### config.mk
export PLATFORM = sky130hd
export DESIGN_NAME = rkc_merge
export DESIGN_NICKNAME = d
export VERILOG_FILES = /design/src/rtl/rkc_pkg.sv /design/src/rtl/rkc_merge.sv
export SDC_FILE = /design/constraint.sdc
export NUM_CORES = 1
export LEC_CHECK = 0
export BUFFER_PORTS_ARGS = -buffer_cell sky130_fd_sc_hd__buf_2
export CAP_MARGIN = 20
export CORE_ASPECT_RATIO = 0.5
export CORE_UTILIZATION = 35
export DETAILED_ROUTE_END_ITERATION = 10
export PLACE_DENSITY = 0.8
export SLEW_MARGIN = 20
export SYNTH_ARGS = -nofsm -noshare
export SYNTH_HDL_FRONTEND = slang
export SYNTH_SLANG_ARGS = --single-unit
### constraint.sdc
create_clock -name i_clk -period 1.4 [get_ports i_clk]
set_input_delay 0.21 -clock i_clk [delete_from_list [all_inputs] [get_ports i_clk]]
set_output_delay 0.21 -clock i_clk [all_outputs]
set_load 0.005 [all_outputs]
### src/rtl/rkc_pkg.sv
// Shared types and constants for the 3x3 RGB convolution block.
// Used by rkc_lane, rkc_merge and rgb_kernel_convolution; no dependencies.
`default_nettype none

package rkc_pkg;

    // Window and kernel geometry
    localparam int KERNEL_SIZE = 3;
    localparam int TAPS        = KERNEL_SIZE * KERNEL_SIZE;
    localparam int CH_N        = 3;

    // Pixel and coefficient formats
    localparam int PIX_W   = 8;
    localparam int RGB_W   = CH_N * PIX_W;
    localparam int SLOT_W  = 16;
    localparam int COEF_W  = 16;
    localparam int FRAC_W  = 8;
    localparam int ROW_W   = KERNEL_SIZE * SLOT_W;

    // Datapath widths: 8-bit unsigned pixel times signed coefficient,
    // then one row sum of three products, then the sum of three rows
    localparam int PROD_W  = PIX_W + COEF_W;
    localparam int GRP_W   = PROD_W + 2;
    localparam int SUM_W   = PROD_W + 4;
    localparam int WHOLE_W = SUM_W - FRAC_W;

    localparam logic [PIX_W-1:0] PIX_MAX = PIX_W'(255);
    localparam logic [PIX_W-1:0] PIX_MIN = PIX_W'(0);

    // Configuration port
    localparam int CFG_IDX_W  = 2;
    localparam int CFG_DATA_W = ROW_W;

    localparam logic [CFG_IDX_W-1:0] CFG_ROW_TOP = CFG_IDX_W'(0);
    localparam logic [CFG_IDX_W-1:0] CFG_ROW_MID = CFG_IDX_W'(1);
    localparam logic [CFG_IDX_W-1:0] CFG_ROW_BOT = CFG_IDX_W'(2);

    // Reset kernel: identity, 1.0 in the center slot of the middle row
    localparam logic [ROW_W-1:0] ROW_TOP_RST = '0;
    localparam logic [ROW_W-1:0] ROW_MID_RST = ROW_W'(1) << (SLOT_W + FRAC_W);
    localparam logic [ROW_W-1:0] ROW_BOT_RST = '0;

    // Input item: one 3x3 window of packed RGB pixels
    typedef struct packed {
        logic [RGB_W-1:0] win_top_left;
        logic [RGB_W-1:0] win_top_mid;
        logic [RGB_W-1:0] win_top_right;
        logic [RGB_W-1:0] win_mid_left;
        logic [RGB_W-1:0] win_center;
        logic [RGB_W-1:0] win_mid_right;
        logic [RGB_W-1:0] win_bot_left;
        logic [RGB_W-1:0] win_bot_mid;
        logic [RGB_W-1:0] win_bot_right;
    } t_window;

    // Result item: one filtered pixel
    typedef struct packed {
        logic [PIX_W-1:0] out_red;
        logic [PIX_W-1:0] out_green;
        logic [PIX_W-1:0] out_blue;
    } t_result;

    // Per-lane tap vectors and the lane sums handed to the merge stage
    typedef logic [TAPS-1:0][PIX_W-1:0]  t_tap_pix;
    typedef logic [TAPS-1:0][COEF_W-1:0] t_tap_coef;
    typedef logic [CH_N-1:0][SUM_W-1:0]  t_ch_sum;

endpackage

`default_nettype wire

### src/rtl/rkc_merge.sv
// Merge stage: drop the fraction of each lane sum, clamp to 0..255, pack.
// Registers the result and its strobe; depends on rkc_pkg.
`default_nettype none

module rkc_merge (
    input  wire logic              i_clk,
    input  wire logic              i_rst_n,
    input  wire logic              i_valid,
    input  wire rkc_pkg::t_ch_sum  i_sum,
    output logic                   o_done,
    output rkc_pkg::t_result       o_result
);

    logic              r_done;
    rkc_pkg::t_result  r_result;
    rkc_pkg::t_result  n_result;

    // Floor and saturate one channel sum
    function automatic logic [rkc_pkg::PIX_W-1:0] clamp_ch(
        input logic [rkc_pkg::SUM_W-1:0] sum
    );
        logic [rkc_pkg::WHOLE_W-1:0] whole;
        whole = sum[rkc_pkg::SUM_W-1:rkc_pkg::FRAC_W];
        if (sum[rkc_pkg::SUM_W-1]) begin
            return rkc_pkg::PIX_MIN;
        end else if (whole > rkc_pkg::WHOLE_W'(rkc_pkg::PIX_MAX)) begin
            return rkc_pkg::PIX_MAX;
        end else begin
            return whole[rkc_pkg::PIX_W-1:0];
        end
    endfunction

    // Channel 0 is red, 1 green, 2 blue
    always_comb begin
        n_result.out_red   = clamp_ch(i_sum[0]);
        n_result.out_green = clamp_ch(i_sum[1]);
        n_result.out_blue  = clamp_ch(i_sum[2]);
    end

    // Hold the payload; the strobe is control and resets
    always_ff @(posedge i_clk) begin
        r_result <= n_result;
    end

    always_ff @(posedge i_clk) begin
        if (!i_rst_n) begin
            r_done <= 1'b0;
        end else begin
            r_done <= i_valid;
        end
    end

    assign o_done   = r_done;
    assign o_result = r_result;

endmodule

`default_nettype wire

==> results.yml <==
outcome:
  status: "finished, final reports clean"
sta:
  setup_viol: 0
  final_max_slew_viol_count: 0
  rsz0062_at_grt: "no"
  relSlewSlack_pct: 68.9
  period_minus_slack_ps: 903
  min_period_over_period_pct: 64.5
  fmax_mhz: 1110
  finalHoldViolations: 0
  worst_slack_ps: 497
  finalSetupTns_ps: 0
  worstMarginPinSlew_ps: 463
placement:
  place_area_sq_um: 1440
  gp_congestion: 0.704
  place_hpwl_um: 1890
  place_inst: 207
  pre_cts_ws_ps: 192
  io_buffers: 87
detailed_routing:
  wl_um: 2260
  wl_per_cell_um: 10.7
  vias_per_cell: 4.68
  drtAntennaViolNets: 0
  vias: 987
  first_pass_iters: 5
  drtIter0Drc: 23
  drc: 0
critical_path:
  path_buf_inv: 1
  slowest_delay_ps: 460
  worstPathArrival_ps: 1020
  startpoint_type: "input pin"
  cp_cell_sequence: "buf_2, nor4_4, a41oi_1"
  crit_family: "simple AND/OR/NAND/NOR gates"
  slowest_stage: "nor4_4"
  crit_required_ps: 1520
  cp-end-kind: "register"
  crit_type: "input pin to register"
  path_depth: 3
  cp_max_fo: 9
clock_network:
  cts_setup_buffers: 0
  htree_num_levels: 1
  path_clk_slew_ps: 80
  cts_hold_buf: 0
  clock_sinks: 25
  cts-buffers-inserted: 3
  clk_path_buf_depth: 2
  ctsResizeCount: 0
  cts-root-buf: "clkbuf_8"
  cts_tree: "built"
synthesis:
  synth_area_sq_um: 987
  netlist_instances: 90
  synth_area_per_cell_sq_um: 11.0
  yosysWarnings: 0
  ys_ff_latch: 25
  synth_nets: 177
  synthDistinctLibCells: 11
  ys_seq_area_share_pct: 50.7
layout:
  fillers: 248
  drive_above_1_share_pct: 57.5
  utilization_pct: 56.2
  antenna_cells: 0
  final_area_sq_um: 1480
  area.growth.synth_to_final_pct: 50.1
  fin_nets: 262
  mostFrequentLayoutCells: "buf_2, dfxtp_1, nor4_1, a31oi_1"
  final_common_cell: "buf_2"
  instances_no_fill: 211
floorplan:
  initial_utilization_pct: 37.5
  row_count: 13
  die-area_sq_um: 3050
  core_sq_um: 2640
  die_w_um: 77.1
  die_h_um: 39.6
  io_pins: 112
global_routing:
  grt_antenna_before_repair: 0
  grt-ovfl-total: 0
  grt_pass1_vias: 795
  grt_pass1_wl_um: 3430
  grt_max_degree: 15
  track_usage_pct: 15.1
power:
  ir_drop_uv: 586
  p_per_area_nw_per_um2: 933
  power.leakage_uw: 0.000691
worst_hold_path:
  hold_depth: 2
  hp-class: "input pin to register"
job:
  maxCapViolations: 0
through the flow:
| step | hold slack [ps] | power (uW) |
|---|---|---|
| after floorplan | 332 | 860 |
| after global placement | 412 | 992 |
| after detailed placement | 415 | 998 |
| after CTS | 142 | 1400 |
| after global routing | 149 | 1470 |
| final | 145 | 1380 |
power breakdown:
part,internal [uW],leakage (uW),switching [uW]
logic,116,0.000455,107
clock network,198,0.0000255,205
registers,748,0.000211,7.43
logic make-up (layout without fill, tap and decap cells):
group / after synthesis / in the layout / share of synthesized area [%]
compound gates: 24 / 24 / 17.2
buf+inv: 17 / 101 / 7.99
flops: 25 / 25 / 50.7
simple gates: 24 / 24 / 24.1
cell usage after synthesis (all sizes together):
cell type	number	share of area (%)
buf	9	4.9
a41oi	8	7.1
nor4	23	23
and2	1	0.63
inv	8	3.0
a31oi	16	10
dfxtp	25	51
state kept, by name, summed over array words and instances, names as in the netlist:
name / count
o_result: 24
o_done: 1
final cells by class:
type | instances | area, sq um | share of cell area [%]
tap | 37 | 46.3 | 3.13
clock buffer | 3 | 41.3 | 2.79
inverter | 8 | 30.0 | 2.03
sequential | 25 | 500 | 33.8
clock inverter | 1 | 5.00 | 0.338
multi-input combinational | 48 | 408 | 27.5
timing repair buffer | 89 | 450 | 30.4
final timing paths:
kind	slack, ps	end	start
worst max-delay path	500	o_result[10]	i_sum[55]
worst min-delay path	150	o_done	i_valid
routing by layer:
layer	part of all wire, %	GRT usage, %	up-vias
met1	43	16.9	428
met2	51	28.3	31
met3	5.0	5.12	0
met5	0	0	-
li1	-	-	528
met4	0	5.19	0
Note: power is estimated with default switching activity, not from simulation.
