**src/rtl/rkc_pkg.sv**
```systemverilog
// Shared types and constants for the 3x3 RGB convolution block.
// Used by rkc_lane, rkc_merge and rgb_kernel_convolution; no dependencies.
`default_nettype none

package rkc_pkg;

    // Window and kernel geometry
    localparam int KERNEL_SIZE = 3;
    localparam int TAPS        = KERNEL_SIZE * KERNEL_SIZE;
    localparam int CH_N        = 3;

    // Pixel and coefficient formats
    localparam int PIX_W   = 8;
    localparam int RGB_W   = CH_N * PIX_W;
    localparam int SLOT_W  = 16;
    localparam int COEF_W  = 16;
    localparam int FRAC_W  = 8;
    localparam int ROW_W   = KERNEL_SIZE * SLOT_W;

    // Datapath widths: 8-bit unsigned pixel times signed coefficient,
    // then one row sum of three products, then the sum of three rows
    localparam int PROD_W  = PIX_W + COEF_W;
    localparam int GRP_W   = PROD_W + 2;
    localparam int SUM_W   = PROD_W + 4;
    localparam int WHOLE_W = SUM_W - FRAC_W;

    localparam logic [PIX_W-1:0] PIX_MAX = PIX_W'(255);
    localparam logic [PIX_W-1:0] PIX_MIN = PIX_W'(0);

    // Configuration port
    localparam int CFG_IDX_W  = 2;
    localparam int CFG_DATA_W = ROW_W;

    localparam logic [CFG_IDX_W-1:0] CFG_ROW_TOP = CFG_IDX_W'(0);
    localparam logic [CFG_IDX_W-1:0] CFG_ROW_MID = CFG_IDX_W'(1);
    localparam logic [CFG_IDX_W-1:0] CFG_ROW_BOT = CFG_IDX_W'(2);

    // Reset kernel: identity, 1.0 in the center slot of the middle row
    localparam logic [ROW_W-1:0] ROW_TOP_RST = '0;
    localparam logic [ROW_W-1:0] ROW_MID_RST = ROW_W'(1) << (SLOT_W + FRAC_W);
    localparam logic [ROW_W-1:0] ROW_BOT_RST = '0;

    // Input item: one 3x3 window of packed RGB pixels
    typedef struct packed {
        logic [RGB_W-1:0] win_top_left;
        logic [RGB_W-1:0] win_top_mid;
        logic [RGB_W-1:0] win_top_right;
        logic [RGB_W-1:0] win_mid_left;
        logic [RGB_W-1:0] win_center;
        logic [RGB_W-1:0] win_mid_right;
        logic [RGB_W-1:0] win_bot_left;
        logic [RGB_W-1:0] win_bot_mid;
        logic [RGB_W-1:0] win_bot_right;
    } t_window;

    // Result item: one filtered pixel
    typedef struct packed {
        logic [PIX_W-1:0] out_red;
        logic [PIX_W-1:0] out_green;
        logic [PIX_W-1:0] out_blue;
    } t_result;

    // Per-lane tap vectors and the lane sums handed to the merge stage
    typedef logic [TAPS-1:0][PIX_W-1:0]  t_tap_pix;
    typedef logic [TAPS-1:0][COEF_W-1:0] t_tap_coef;
    typedef logic [CH_N-1:0][SUM_W-1:0]  t_ch_sum;

endpackage

`default_nettype wire

```
**src/rtl/rkc_lane.sv**
```systemverilog
// One color lane: nine pixel-by-coefficient products, row sums, window sum.
// Three register stages; depends on rkc_pkg.
`default_nettype none

module rkc_lane (
    input  wire logic                       i_clk,
    input  wire rkc_pkg::t_tap_pix          i_pix,
    input  wire rkc_pkg::t_tap_coef         i_coef,
    output logic [rkc_pkg::SUM_W-1:0]       o_sum
);

    logic [rkc_pkg::TAPS-1:0][rkc_pkg::PROD_W:0]          n_full;
    logic [rkc_pkg::TAPS-1:0][rkc_pkg::PROD_W-1:0]        n_prod;
    logic [rkc_pkg::TAPS-1:0][rkc_pkg::PROD_W-1:0]        r_prod;
    logic [rkc_pkg::KERNEL_SIZE-1:0][rkc_pkg::GRP_W-1:0]  n_grp;
    logic [rkc_pkg::KERNEL_SIZE-1:0][rkc_pkg::GRP_W-1:0]  r_grp;
    logic [rkc_pkg::SUM_W-1:0]                            n_sum;
    logic [rkc_pkg::SUM_W-1:0]                            r_sum;

    // Multiply each unsigned pixel by its signed coefficient
    always_comb begin
        for (int t = 0; t < rkc_pkg::TAPS; t++) begin
            n_full[t] = $signed({1'b0, i_pix[t]}) * $signed(i_coef[t]);
            n_prod[t] = n_full[t][rkc_pkg::PROD_W-1:0];
        end
    end

    // Sum the three products of each kernel row
    always_comb begin
        for (int g = 0; g < rkc_pkg::KERNEL_SIZE; g++) begin
            n_grp[g] = '0;
            for (int k = 0; k < rkc_pkg::KERNEL_SIZE; k++) begin
                n_grp[g] = n_grp[g] + rkc_pkg::GRP_W'(
                    $signed(r_prod[g * rkc_pkg::KERNEL_SIZE + k]));
            end
        end
    end

    // Sum the row sums
    always_comb begin
        n_sum = '0;
        for (int g = 0; g < rkc_pkg::KERNEL_SIZE; g++) begin
            n_sum = n_sum + rkc_pkg::SUM_W'($signed(r_grp[g]));
        end
    end

    // Advance the payload pipeline every cycle
    always_ff @(posedge i_clk) begin
        r_prod <= n_prod;
        r_grp  <= n_grp;
        r_sum  <= n_sum;
    end

    assign o_sum = r_sum;

endmodule

`default_nettype wire

```
**config.mk**
```make
export PLATFORM = sky130hd
export DESIGN_NAME = rkc_lane
export DESIGN_NICKNAME = d
export VERILOG_FILES = /design/src/rtl/rkc_pkg.sv /design/src/rtl/rkc_lane.sv
export SDC_FILE = /design/constraint.sdc
export NUM_CORES = 2
export LEC_CHECK = 0
export BUFFER_PORTS_ARGS = -buffer_cell sky130_fd_sc_hd__buf_2
export CORE_MARGIN = 3
export CORE_UTILIZATION = 44
export CTS_BUF_LIST = sky130_fd_sc_hd__clkbuf_8
export DETAILED_ROUTE_END_ITERATION = 10
export GPL_TIMING_DRIVEN = 0
export PLACE_DENSITY = 0.6
export SLEW_MARGIN = 15
export SYNTH_ARGS = -nofsm -noshare
export SYNTH_HDL_FRONTEND = slang
export SYNTH_SLANG_ARGS = --single-unit
export TNS_END_PERCENT = 100
```
**constraint.sdc**
```tcl
create_clock -name i_clk -period 6.8 [get_ports i_clk]
set_input_delay 1.36 -clock i_clk [delete_from_list [all_inputs] [get_ports i_clk]]
set_output_delay 1.36 -clock i_clk [all_outputs]
set_load 0.05 [all_outputs]
```
==> metrics.txt <==
area delta synth->final 8.24%; Final Core Density 48.4%; DRT Pass-1 Iters 5; Post-Synthesis Cells 5900; half-perimeter wire length after placement 108000 um; sequential fraction of the synthesis area 12.1%; Tightest Pin Transition 788 ps; min-delay worst type reg2reg; Post-CTS Setup Bufs 0; Synth Register Bits 322; Clock Latency Late Sink 640 ps; CTS Buffer Depth 3; port buffer count 237; CTS sink cnt 322; post-detailed-route count of antenna-violating nets 0; post-synth net total 7640; status finished clean; R2R cell count 14; Peak Freq 0.158 GHz; largest net degree at the start of global routing 15; Residual DRC 0; first-pass GRT wire length 209000 um; Clock transition at path regs 60 ps; Nets 7931; FP Rows 126; vias in the first global route 40500; Post-CTS Resized 0; Mapped Avg Cell Area 9.01 um2; Critical Path RT 7290 ps; die area 125000 um2; initial antenna violation count 12; H-tree depth 2; synth warn 0; Final setup viols 0; minimum clock period after layout 6340 ps; core area 119000 um2; list of most frequent post-synthesis cells 1460 x inv_1, 1002 x fa_1, 711 x nand2_1; post-synth top area share 37.8%; Crit Path Max Fanout 10; Post-synth EDFFs 0; Primary FF master, synth dfxtp_1; CTS Hold Bufs 0; IO Pins 245; fillers 11700; crit-path cells buf_2 -> clkbuf_1 -> nand2_1 -> fa_1 -> inv_1 -> fa_1 -> inv_1 -> fa_1 -> fa_1 -> inv_1 -> ha_1 -> nand3_1 -> o21bai_1 -> nor4_1 -> o31ai_1 -> a211oi_1 -> o31ai_1 -> a21oi_1 -> xnor2_1; Worst EP arrival 6830 ps; FFs w/ async S/R, synth 0%; Slew headroom 46.9%; Crit Path Category in2reg; TritonCTS clock tree built; CP max stage delay 590 ps; number of library cell types mapped by synthesis 73; Max Slew Vio Count 0; Synth area leader fa_1; Final period util 93.3%; Syn Std Cell Area 53100 um2; Die W 353 um; wire per inst 15.8 um; via count 38600; Hold Fails Final Rpt 0; overall routing resource usage 20.5%; Die H 353 um; Starting Density 44.7%; most frequent CP cell fa_1; Routability Congestion 0.868; CP max stage cell o31ai_1; vias per std cell 4.92; RSZ-0062 raised after global routing no; TritonCTS buffer count 52; hold path cells 3; total wire length 124000 um; grt ovf 0; Clock Tree Root clkbuf_8; Fin Clk Skew 29.0 ps; top cells by area, synth fa_1 38%, ha_1 12%, dfxtp_1 12%; share of cells above drive strength 1 5.68%; Setup crit end kind flip-flop; top-count cell post-synth inv_1; Final TNS setup 0 ps; startpoint types input port; Iteration-0 DRC Markers 1885; Max-Cap Viols 0
through the flow:
stage               hold WS, ps  worst slack (ps)  instance area [um2]  instances
detailed placement          602              -167                56300       7737
CTS                         616               497                57500       7832
global route                646               179                57500       7838
finish                      611               459                57500       7840
global placement            597              -161                56300       7737
floorplan                   549               868                53100       5900
layout make-up:
class | instances | area, um2 | share of cell area (%)
inverter | 1460 | 5480 | 9.53
buffer | 89 | 334 | 0.581
tap | 1600 | 2000 | 3.48
clock inverter | 32 | 297 | 0.516
sequential | 322 | 6450 | 11.2
clock buffer | 63 | 867 | 1.51
multi-input combinational | 4029 | 40900 | 71.1
antenna | 8 | 20.0 | 0.0348
timing repair buffer | 237 | 1190 | 2.06
critical path, delay by kind of cell:
kind | cells | cell delay (ps)
AO/OA/AOI/OAI | 5 | 1520
adder cells (fa/ha/maj) | 5 | 2400
buffers and inverters | 5 | 800
XOR/XNOR | 1 | 380
AND/OR/NAND/NOR | 3 | 350
placed cells by master, fill, tap and decap left out, types with 11 or more instances in the layout:
cell type | netlist | routed
inv_1 | 1460 | 1467
fa_1 | 1002 | 1002
nand2_1 | 711 | 711
and2_1 | 526 | 526
ha_1 | 521 | 521
dfxtp_1 | 322 | 322
buf_2 | 0 | 237
xnor2_1 | 189 | 189
a21oi_1 | 175 | 175
nor2_1 | 168 | 168
o21ai_0 | 105 | 105
clkbuf_1 | 89 | 89
a21o_1 | 71 | 71
xor2_1 | 64 | 64
clkbuf_8 | 0 | 63
o21a_1 | 58 | 58
nor3_1 | 47 | 47
nand3_1 | 37 | 37
a211oi_1 | 31 | 31
o21bai_1 | 28 | 28
nor2b_1 | 28 | 28
a31oi_1 | 23 | 23
o211ai_1 | 22 | 22
and3_1 | 22 | 22
o31ai_1 | 17 | 17
nand2b_1 | 16 | 16
a211o_1 | 13 | 13
or3_1 | 13 | 13
nand4_1 | 12 | 12
o21ai_1 | 11 | 11
a311oi_1 | 11 | 11
sequential cells by signal (all words and copies together), names as in the netlist:
name and count:
o_sum 28, r_grp 78, r_prod 216
per-layer routing:
metal	vias to the layer above	GRT usage [%]	wire [um]	part of all wire, %
met4	0	3.62	1740	1.4
met3	113	1.80	4700	3.8
li1	18500	-	-	-
met5	-	0	0	0
met2	686	35.1	60600	49
met1	19300	28.7	57100	46
worst paths after layout:
check,end,from,slack (ps)
max,r_prod[23]$_DFF_P_,i_pix[0],460
min,o_sum[0]$_DFF_P_,r_grp[0]$_DFF_P_,610
max reg2reg,o_sum[25]$_DFF_P_,r_grp[52]$_DFF_P_,3070
min reg2reg,o_sum[0]$_DFF_P_,r_grp[0]$_DFF_P_,610
cell families after synthesis:
family                   share of synthesized area [%]
buffers and inverters                             10.9
XOR/XNOR                                          4.17
AO/OA/AOI/OAI                                     8.03
AND/OR/NAND/NOR                                   14.6
multiplexers                                    0.0589
adder cells (fa/ha/maj)                           50.0
flip-flops                                        12.1
Power is left out: the tool's default activity adds up to more than one toggle a clock period on the data nets, which glitch-free logic cannot reach.
